[src/rtl/fca_pkg.sv]
// Package: types, codes and constants shared by the link table allocator.
package fca_pkg;

  localparam int unsigned Entries = 128;
  localparam int unsigned IdxW    = $clog2(Entries);
  localparam int unsigned LinkW   = 8;
  localparam logic [LinkW-1:0] FreeMark = 8'hFF;

  typedef enum logic [2:0] {
    ACT_NEXT   = 3'd0,
    ACT_NTH    = 3'd1,
    ACT_LENGTH = 3'd2,
    ACT_LOOP   = 3'd3,
    ACT_NEW    = 3'd4,
    ACT_EXTEND = 3'd5,
    ACT_FREE   = 3'd6,
    ACT_END    = 3'd7
  } action_t;

  typedef enum logic [2:0] {
    ST_OK      = 3'd0,
    ST_RANGE   = 3'd1,
    ST_FREE    = 3'd2,
    ST_END     = 3'd3,
    ST_NOSPACE = 3'd4,
    ST_LOOP    = 3'd5
  } status_t;

  typedef enum logic [3:0] {
    S_INIT,
    S_IDLE,
    S_WALK_RD,
    S_WALK_CHK,
    S_SCAN_RD,
    S_SCAN_CHK,
    S_FREE_RD,
    S_FREE_CHK,
    S_DONE
  } state_t;

  // Memory access request from the sequencer to the table.
  typedef struct packed {
    logic             rd_en;
    logic [IdxW-1:0]  rd_addr;
    logic             wr_en;
    logic [IdxW-1:0]  wr_addr;
    logic [LinkW-1:0] wr_data;
  } mem_req_t;

endpackage

[src/rtl/fca_if.sv]
// Valid/ready channel interfaces for items and results.
interface fca_in_if;
  logic       valid;
  logic       ready;
  logic [2:0] action;
  logic [6:0] block;
  logic [6:0] step_count;
  modport source (output valid, action, block, step_count, input ready);
  modport sink   (input valid, action, block, step_count, output ready);
endinterface

interface fca_out_if;
  logic       valid;
  logic       ready;
  logic [2:0] status;
  logic [6:0] block_out;
  logic [6:0] chain_length;
  modport source (output valid, status, block_out, chain_length, input ready);
  modport sink   (input valid, status, block_out, chain_length, output ready);
endinterface

[src/rtl/fca_table.sv]
// Link table memory: one write port, one registered read port.
module fca_table (
  input  logic                    clk,
  input  fca_pkg::mem_req_t       req,
  output logic [fca_pkg::LinkW-1:0] rd_data
);

  logic [fca_pkg::LinkW-1:0] mem [fca_pkg::Entries];

  // Write and registered read
  always_ff @(posedge clk) begin
    if (req.wr_en) begin
      mem[req.wr_addr] <= req.wr_data;
    end
    if (req.rd_en) begin
      rd_data <= mem[req.rd_addr];
    end
  end

endmodule

[src/rtl/fca_seq.sv]
// Sequencer: walks chains, scans for free entries and edits the link table.
module fca_seq (
  input  logic                       clk,
  input  logic                       rst_n,
  fca_in_if.sink                     in_ch,
  fca_out_if.source                  out_ch,
  output fca_pkg::mem_req_t          req,
  input  logic [fca_pkg::LinkW-1:0]  rd_data
);

  localparam int unsigned IdxW = fca_pkg::IdxW;
  localparam int unsigned CntW = IdxW + 1;
  localparam logic [CntW-1:0] EntCnt = CntW'(fca_pkg::Entries);

  fca_pkg::state_t  state_r, state_nxt;
  fca_pkg::action_t act_r, act_nxt;
  logic [IdxW-1:0]  cur_r, cur_nxt;
  logic [IdxW-1:0]  start_r, start_nxt;
  logic [CntW-1:0]  cnt_r, cnt_nxt;
  logic [CntW-1:0]  lim_r, lim_nxt;
  logic [IdxW-1:0]  last_r, last_nxt;
  logic [CntW-1:0]  init_r, init_nxt;
  fca_pkg::status_t st_r, st_nxt;
  logic [6:0]       bout_r, bout_nxt;
  logic [6:0]       len_r, len_nxt;
  logic             oval_r, oval_nxt;

  logic             blk_ok;
  logic             link_ok;
  logic [IdxW-1:0]  link_idx;

  assign blk_ok   = {1'b0, in_ch.block} < 8'(fca_pkg::Entries);
  assign link_ok  = rd_data < fca_pkg::LinkW'(fca_pkg::Entries);
  assign link_idx = rd_data[IdxW-1:0];

  assign in_ch.ready         = (state_r == fca_pkg::S_IDLE) && !oval_r;
  assign out_ch.valid        = oval_r;
  assign out_ch.status       = st_r;
  assign out_ch.block_out    = bout_r;
  assign out_ch.chain_length = len_r;

  // State and payload registers
  always_ff @(posedge clk) begin
    if (!rst_n) begin
      state_r <= fca_pkg::S_INIT;
      init_r  <= '0;
      oval_r  <= 1'b0;
    end else begin
      state_r <= state_nxt;
      init_r  <= init_nxt;
      oval_r  <= oval_nxt;
    end
    act_r   <= act_nxt;
    cur_r   <= cur_nxt;
    start_r <= start_nxt;
    cnt_r   <= cnt_nxt;
    lim_r   <= lim_nxt;
    last_r  <= last_nxt;
    st_r    <= st_nxt;
    bout_r  <= bout_nxt;
    len_r   <= len_nxt;
  end

  // Next state, memory requests and results
  always_comb begin
    state_nxt = state_r;
    act_nxt   = act_r;
    cur_nxt   = cur_r;
    start_nxt = start_r;
    cnt_nxt   = cnt_r;
    lim_nxt   = lim_r;
    last_nxt  = last_r;
    init_nxt  = init_r;
    st_nxt    = st_r;
    bout_nxt  = bout_r;
    len_nxt   = len_r;
    oval_nxt  = oval_r;
    req       = '0;
    if (oval_r && out_ch.ready) begin
      oval_nxt = 1'b0;
    end
    case (state_r)
      fca_pkg::S_INIT: begin
        // Clear the table: entry 0 links to 1, entry 1 ends, rest free
        req.wr_en   = 1'b1;
        req.wr_addr = init_r[IdxW-1:0];
        if (init_r == '0) begin
          req.wr_data = 8'd1;
        end else if (init_r == CntW'(1)) begin
          req.wr_data = 8'd0;
        end else begin
          req.wr_data = fca_pkg::FreeMark;
        end
        init_nxt = init_r + CntW'(1);
        if (init_r == EntCnt - CntW'(1)) begin
          state_nxt = fca_pkg::S_IDLE;
        end
      end
      fca_pkg::S_IDLE: begin
        if (in_ch.valid && in_ch.ready) begin
          act_nxt   = fca_pkg::action_t'(in_ch.action);
          cur_nxt   = in_ch.block[IdxW-1:0];
          start_nxt = in_ch.block[IdxW-1:0];
          cnt_nxt   = '0;
          st_nxt    = fca_pkg::ST_OK;
          bout_nxt  = '0;
          len_nxt   = '0;
          lim_nxt   = EntCnt;
          case (fca_pkg::action_t'(in_ch.action))
            fca_pkg::ACT_NEXT, fca_pkg::ACT_LENGTH: begin
              if (!blk_ok) begin
                st_nxt = fca_pkg::ST_RANGE; state_nxt = fca_pkg::S_DONE;
              end else begin
                if (in_ch.action == fca_pkg::ACT_NEXT) lim_nxt = CntW'(1);
                state_nxt = fca_pkg::S_WALK_RD;
              end
            end
            fca_pkg::ACT_NTH: begin
              lim_nxt = CntW'(in_ch.step_count);
              if (in_ch.step_count == '0) begin
                bout_nxt = in_ch.block; state_nxt = fca_pkg::S_DONE;
              end else if (!blk_ok) begin
                st_nxt = fca_pkg::ST_RANGE; state_nxt = fca_pkg::S_DONE;
              end else begin
                state_nxt = fca_pkg::S_WALK_RD;
              end
            end
            fca_pkg::ACT_LOOP, fca_pkg::ACT_EXTEND, fca_pkg::ACT_FREE: begin
              if (!blk_ok || in_ch.block == '0) begin
                st_nxt = fca_pkg::ST_RANGE; state_nxt = fca_pkg::S_DONE;
              end else begin
                state_nxt = fca_pkg::S_WALK_RD;
              end
            end
            fca_pkg::ACT_NEW: begin
              // Scan from the lowest entry
              cur_nxt   = '0;
              state_nxt = fca_pkg::S_SCAN_RD;
            end
            default: begin
              if (!blk_ok) begin
                st_nxt = fca_pkg::ST_RANGE;
              end else begin
                req.wr_en   = 1'b1;
                req.wr_addr = in_ch.block[IdxW-1:0];
                req.wr_data = '0;
              end
              state_nxt = fca_pkg::S_DONE;
            end
          endcase
        end
      end
      fca_pkg::S_WALK_RD: begin
        if (cnt_r == lim_r) begin
          // Limit reached without an end link
          case (act_r)
            fca_pkg::ACT_NTH: bout_nxt = 7'(cur_r);
            fca_pkg::ACT_NEXT: ;
            default: st_nxt = fca_pkg::ST_LOOP;
          endcase
          state_nxt = fca_pkg::S_DONE;
        end else begin
          req.rd_en   = 1'b1;
          req.rd_addr = cur_r;
          state_nxt   = fca_pkg::S_WALK_CHK;
        end
      end
      fca_pkg::S_WALK_CHK: begin
        state_nxt = fca_pkg::S_DONE;
        if (rd_data == fca_pkg::FreeMark) begin
          st_nxt = fca_pkg::ST_FREE;
        end else if (rd_data == '0) begin
          // End of chain
          case (act_r)
            fca_pkg::ACT_NTH: st_nxt = fca_pkg::ST_END;
            fca_pkg::ACT_LENGTH: len_nxt = (cnt_r > CntW'(127)) ? 7'd127 : 7'(cnt_r);
            fca_pkg::ACT_EXTEND: begin
              last_nxt = cur_r; cur_nxt = '0; state_nxt = fca_pkg::S_SCAN_RD;
            end
            fca_pkg::ACT_FREE: begin
              cur_nxt = start_r; state_nxt = fca_pkg::S_FREE_RD;
            end
            default: ;
          endcase
        end else if (!link_ok) begin
          st_nxt = fca_pkg::ST_RANGE;
        end else begin
          cur_nxt = link_idx;
          cnt_nxt = cnt_r + CntW'(1);
          if (act_r == fca_pkg::ACT_NEXT) begin
            bout_nxt = 7'(link_idx);
          end else begin
            state_nxt = fca_pkg::S_WALK_RD;
          end
        end
      end
      fca_pkg::S_SCAN_RD: begin
        req.rd_en   = 1'b1;
        req.rd_addr = cur_r;
        state_nxt   = fca_pkg::S_SCAN_CHK;
      end
      fca_pkg::S_SCAN_CHK: begin
        if (rd_data == fca_pkg::FreeMark) begin
          req.wr_en   = 1'b1;
          req.wr_addr = cur_r;
          req.wr_data = '0;
          bout_nxt    = 7'(cur_r);
          state_nxt   = fca_pkg::S_DONE;
          if (act_r == fca_pkg::ACT_EXTEND) begin
            state_nxt = fca_pkg::S_FREE_CHK;
          end
        end else if (cur_r == IdxW'(fca_pkg::Entries - 1)) begin
          st_nxt    = fca_pkg::ST_NOSPACE;
          state_nxt = fca_pkg::S_DONE;
        end else begin
          cur_nxt   = cur_r + IdxW'(1);
          state_nxt = fca_pkg::S_SCAN_RD;
        end
      end
      fca_pkg::S_FREE_RD: begin
        req.rd_en   = 1'b1;
        req.rd_addr = cur_r;
        state_nxt   = fca_pkg::S_FREE_CHK;
      end
      fca_pkg::S_FREE_CHK: begin
        if (act_r == fca_pkg::ACT_EXTEND) begin
          // Link the old chain end to the new entry
          req.wr_en   = 1'b1;
          req.wr_addr = last_r;
          req.wr_data = fca_pkg::LinkW'(bout_r);
          state_nxt   = fca_pkg::S_DONE;
        end else begin
          req.wr_en   = 1'b1;
          req.wr_addr = cur_r;
          req.wr_data = fca_pkg::FreeMark;
          if (rd_data == '0 || !link_ok) begin
            state_nxt = fca_pkg::S_DONE;
          end else begin
            cur_nxt   = link_idx;
            state_nxt = fca_pkg::S_FREE_RD;
          end
        end
      end
      fca_pkg::S_DONE: begin
        if (!oval_r) begin
          oval_nxt  = 1'b1;
          state_nxt = fca_pkg::S_IDLE;
        end
      end
      default: state_nxt = fca_pkg::S_IDLE;
    endcase
  end

endmodule

[src/rtl/fat_chain_allocator.sv]
// Top level of the link table chain allocator.
//   channel | dir | payload
//   in_     | in  | action, block, step_count
//   out_    | out | status, block_out, chain_length
// One item at a time. Each link followed or entry scanned takes a read on the
// table's single read port; extend walks the chain then scans for a free entry;
// free chain walks the chain to check it, then reads and frees each link.
// After reset every table entry is initialised before any item is taken.
// A result holds in the output register until taken; no item is taken meanwhile.
module fat_chain_allocator (
  input  logic       clk,
  input  logic       rst_n,
  input  logic       in_valid,
  output logic       in_ready,
  input  logic [2:0] in_action,
  input  logic [6:0] in_block,
  input  logic [6:0] in_step_count,
  output logic       out_valid,
  input  logic       out_ready,
  output logic [2:0] out_status,
  output logic [6:0] out_block_out,
  output logic [6:0] out_chain_length
);

  fca_in_if  in_ch ();
  fca_out_if out_ch ();
  fca_pkg::mem_req_t         req;
  logic [fca_pkg::LinkW-1:0] rd_data;

  assign in_ch.valid      = in_valid;
  assign in_ch.action     = in_action;
  assign in_ch.block      = in_block;
  assign in_ch.step_count = in_step_count;
  assign in_ready         = in_ch.ready;
  assign out_valid        = out_ch.valid;
  assign out_ch.ready     = out_ready;
  assign out_status       = out_ch.status;
  assign out_block_out    = out_ch.block_out;
  assign out_chain_length = out_ch.chain_length;

  fca_seq u_seq (
    .clk     (clk),
    .rst_n   (rst_n),
    .in_ch   (in_ch),
    .out_ch  (out_ch),
    .req     (req),
    .rd_data (rd_data)
  );

  fca_table u_table (
    .clk     (clk),
    .req     (req),
    .rd_data (rd_data)
  );

endmodule

[config.mk]
export PLATFORM = sky130hd
export DESIGN_NAME = fat_chain_allocator
export DESIGN_NICKNAME = d
export VERILOG_FILES = /design/src/rtl/fca_pkg.sv /design/src/rtl/fca_if.sv /design/src/rtl/fca_table.sv /design/src/rtl/fca_seq.sv /design/src/rtl/fat_chain_allocator.sv
export SDC_FILE = /design/constraint.sdc
export NUM_CORES = 2
export LEC_CHECK = 0
export BUFFER_PORTS_ARGS = -buffer_cell sky130_fd_sc_hd__buf_2
export CAP_MARGIN = 10
export CORE_ASPECT_RATIO = 1.25
export CORE_UTILIZATION = 40
export CTS_BUF_LIST = sky130_fd_sc_hd__clkbuf_4
export DETAILED_ROUTE_END_ITERATION = 10
export GPL_ROUTABILITY_DRIVEN = 0
export GPL_TIMING_DRIVEN = 0
export HOLD_SLACK_MARGIN = 0.06
export SLEW_MARGIN = 10
export SYNTH_ARGS = -nofsm -noshare
export SYNTH_HDL_FRONTEND = slang
export SYNTH_SLANG_ARGS = --single-unit
[constraint.sdc]
create_clock -name clk -period 4.5 [get_ports clk]
set_clock_uncertainty 0.15 [all_clocks]
set_input_delay 0.45 -clock clk [delete_from_list [all_inputs] [get_ports clk]]
set_output_delay 0.45 -clock clk [all_outputs]
set_load 0.02 [all_outputs]
==> flow_metrics.tcl <==
set metrics [dict create \
    worst_ir_drop_vdd_mv 0.222 \
    synthArstFlopShare_pct 0 \
    path_clk_slew_ns 0.07 \
    drive_gt1_share_pct 26.3 \
    synth-main-ff-cell "edfxtp_1" \
    met1_usage_pct 28.1 \
    rsz0062_at_grt "yes" \
    die_area_sq_mm 0.114 \
    num_rows 137 \
    yosysSeqAreaShare_pct 72.9 \
    h-tree-depth 5 \
    synth_fp_nets 2694 \
    grt_pass1_vias 28500 \
    fin_nets 3075 \
    fin_util_pct 46.0 \
    start_kind "flop" \
    finalSetupViolCount 75 \
    worstSetupEndpointType "flop" \
    clock_latency_ns 1.19 \
    cp_max_fo 10 \
    final_common_cell "edfxtp_1" \
    post-route-cell-area_sq_mm 0.0514 \
    worstHoldPathType "input pin to flop" \
    clock-sinks 1102 \
    final_cell_mix "edfxtp_1, clkbuf_4, nor2_1" \
    place_inst 4181 \
    cts_tree "yes" \
    coreArea_sq_mm 0.112 \
    timing.final.crit_share_pct 102 \
    hpwl_mm 92.8 \
    maxSlewHeadroom_pct 16.6 \
    status "complete, but fails checks" \
    fin_tns_setup_ns -2.24 \
    timing.final.crit_period_ns 4.57 \
    port_buffers 39 \
    slew_violations 0 \
    grt_max_degree 75 \
    syn-cell-area_sq_mm 0.0452 \
    overflow 0 \
    drv_cap 0 \
    drt-initial-drc-count 3251 \
    critPathArrivalTime_ns 5.21 \
    ys_ff_latch 1102 \
    worstPathRequired_ns 5.15 \
    ios 40 \
    dp_worst_setup_slack_ns -0.707 \
    fin_cells 4682 \
    synthesis.area_per_instance_sq_um 16.9 \
    synth_edf_count 1089 \
    drcViolationCount 0 \
    numCtsBuffers 278 \
    max_freq_mhz 219 \
    post_dp_cell_area_sq_mm 0.0476 \
    wl_per_cell_um 29.5 \
    hold_viol_final 0 \
    fp.dieW_um 303 \
    setup_ws_ns -0.0678 \
    p_leak_nw 16.6 \
    path_class "flop to flop" \
    viasPerCell 5.94 \
    detail-route-antenna-nets 0 \
    area_growth_pct 13.9 \
    cts-root-buf "clkbuf_4" \
    vias 27800 \
    grt_usage_pct 24.2 \
    antenna_found_initial 2 \
    powerDensity_mw_per_mm2 400 \
    grtUsageMet2_pct 39.8 \
    holdWs_ns 0.190 \
    die_h_um 378 \
    first_pass_iters 6 \
    total_power_mw 20.6 \
    yosysUniqueCellTypes 84 \
    grt.met3_usage_pct 6.18 \
    yosys_warnings 0 \
    grt.busiest_layer "met2" \
    violations "negative setup slack" \
    grt_pass1_wl_mm 195 \
    clk_path_buf_depth 4 \
    fill_cells 9681 \
    syn-instance-count 2668 \
    tightest_slew_ns 1.25 \
    wl_mm 138 \
    start_util_pct 40.4 \
]
==> area by class of cell <==
type	instances	area, sq um	share of cell area, %
Timing Repair Buffer	101	1030	1.99
Buffer	161	797	1.55
Inverter	16	68.8	0.134
Sequential cell	1102	33000	64.1
Clock buffer	373	2800	5.44
Multi-Input combinational cell	1389	11600	22.6
Antenna cell	6	15.0	0.0292
Clock inverter	75	347	0.674
Tap cell	1459	1830	3.55
==> synthesized netlist by cell type, types with 15 or more instances <==
cell type  count  area, sq um
a222oi_1      15          150
o221ai_1      31          272
mux2i_1       73          731
edfxtp_1    1089        32700
and3_1        26          163
a22oi_1       32          240
nor4_1        15         93.8
nor2_1       255          957
a211oi_1      20          150
o211ai_1      25          188
mux4_2       159         3580
xor2_1        20          175
nand2_1      139          522
nor3_1        21          105
buf_1         24         90.1
buf_2         65          325
a221o_1       16          160
clkbuf_1      59          221
a311oi_1      17          149
a221oi_1      15          131
and2_1        31          194
mux2_2        55          619
o21ai_0       90          450
o22ai_1       35          219
a21oi_1       96          480
a31oi_1       22          138
nand3_1       25          125
==> kinds of logic after synthesis <==
logic type,share of synthesized area [%]
DFF,72.9
and+or+nand+nor,5.95
AOI/OAI and AO/OA,7.62
muxes,10.9
buffers and inverters,1.85
xor gates and xnor gates,0.562
adders and majority gates,0.161
==> routing by layer <==
metal	routed length [um]	part of all wire, %
met5	0	0
met3	12600	9.1
met4	8510	6.2
met1	48900	35
met2	67900	49
==> worst max-delay path: stages, from the launching register on <==
cell	delay, ns
edfxtp_1	0.53
nand4_1	0.17
or2_2	0.12
clkbuf_1	0.37
o21ai_2	0.21
a221oi_2	0.50
nor2b_1	0.24
nand3_1	0.36
or2_1	0.38
buf_2	0.19
buf_2	0.38
nor2_2	0.54
==> state kept, by name (all words and copies together) (netlist names) <==
name and count:
u_seq.act_r 3, u_seq.out_ch.block_out 7, u_table.mem 1024, u_seq.lim_r 8
u_seq.last_r 7, u_seq.cnt_r 8, u_seq.out_ch.valid 1, u_seq.cur_r 7
u_seq.init_r 8, u_seq.out_ch.status 3, u_seq.out_ch.chain_length 7, u_seq.state_r 4
u_seq.start_r 7, u_table.rd_data 8
==> path summary, 6_finish.rpt <==
path | end | slack (ns) | cells past startpoint | startpoint
worst max-delay path | u_table.mem[40][7] | -0.07 | 11 | u_table.rd_data[4]
worst min-delay path | u_seq.state_r[0] | 0.19 | 5 | rst_n
worst max register to register | u_table.mem[40][7] | -0.07 | 11 | u_table.rd_data[4]
worst min register to register | u_seq.last_r[5] | 0.30 | 0 | u_seq.cur_r[5]
==> power breakdown <==
part	internal [mW]	switching, mW	leakage, nW
logic	0.208	0.817	4.73
registers	11.7	0.0169	9.94
clock network	3.95	3.90	1.90
total	15.8	4.73	16.6
==> timing repair <==
action / 4_1_cts / 5_1_grt
hold buffers: 45 / 0
endpoints found under the setup margin: 513 / 619
resized for setup: 31 / 38
endpoints found under the hold margin: 79 / 0
pin swaps: 0 / 1
setup buffers: 0 / 1
Power figures use the tool's default switching activity.
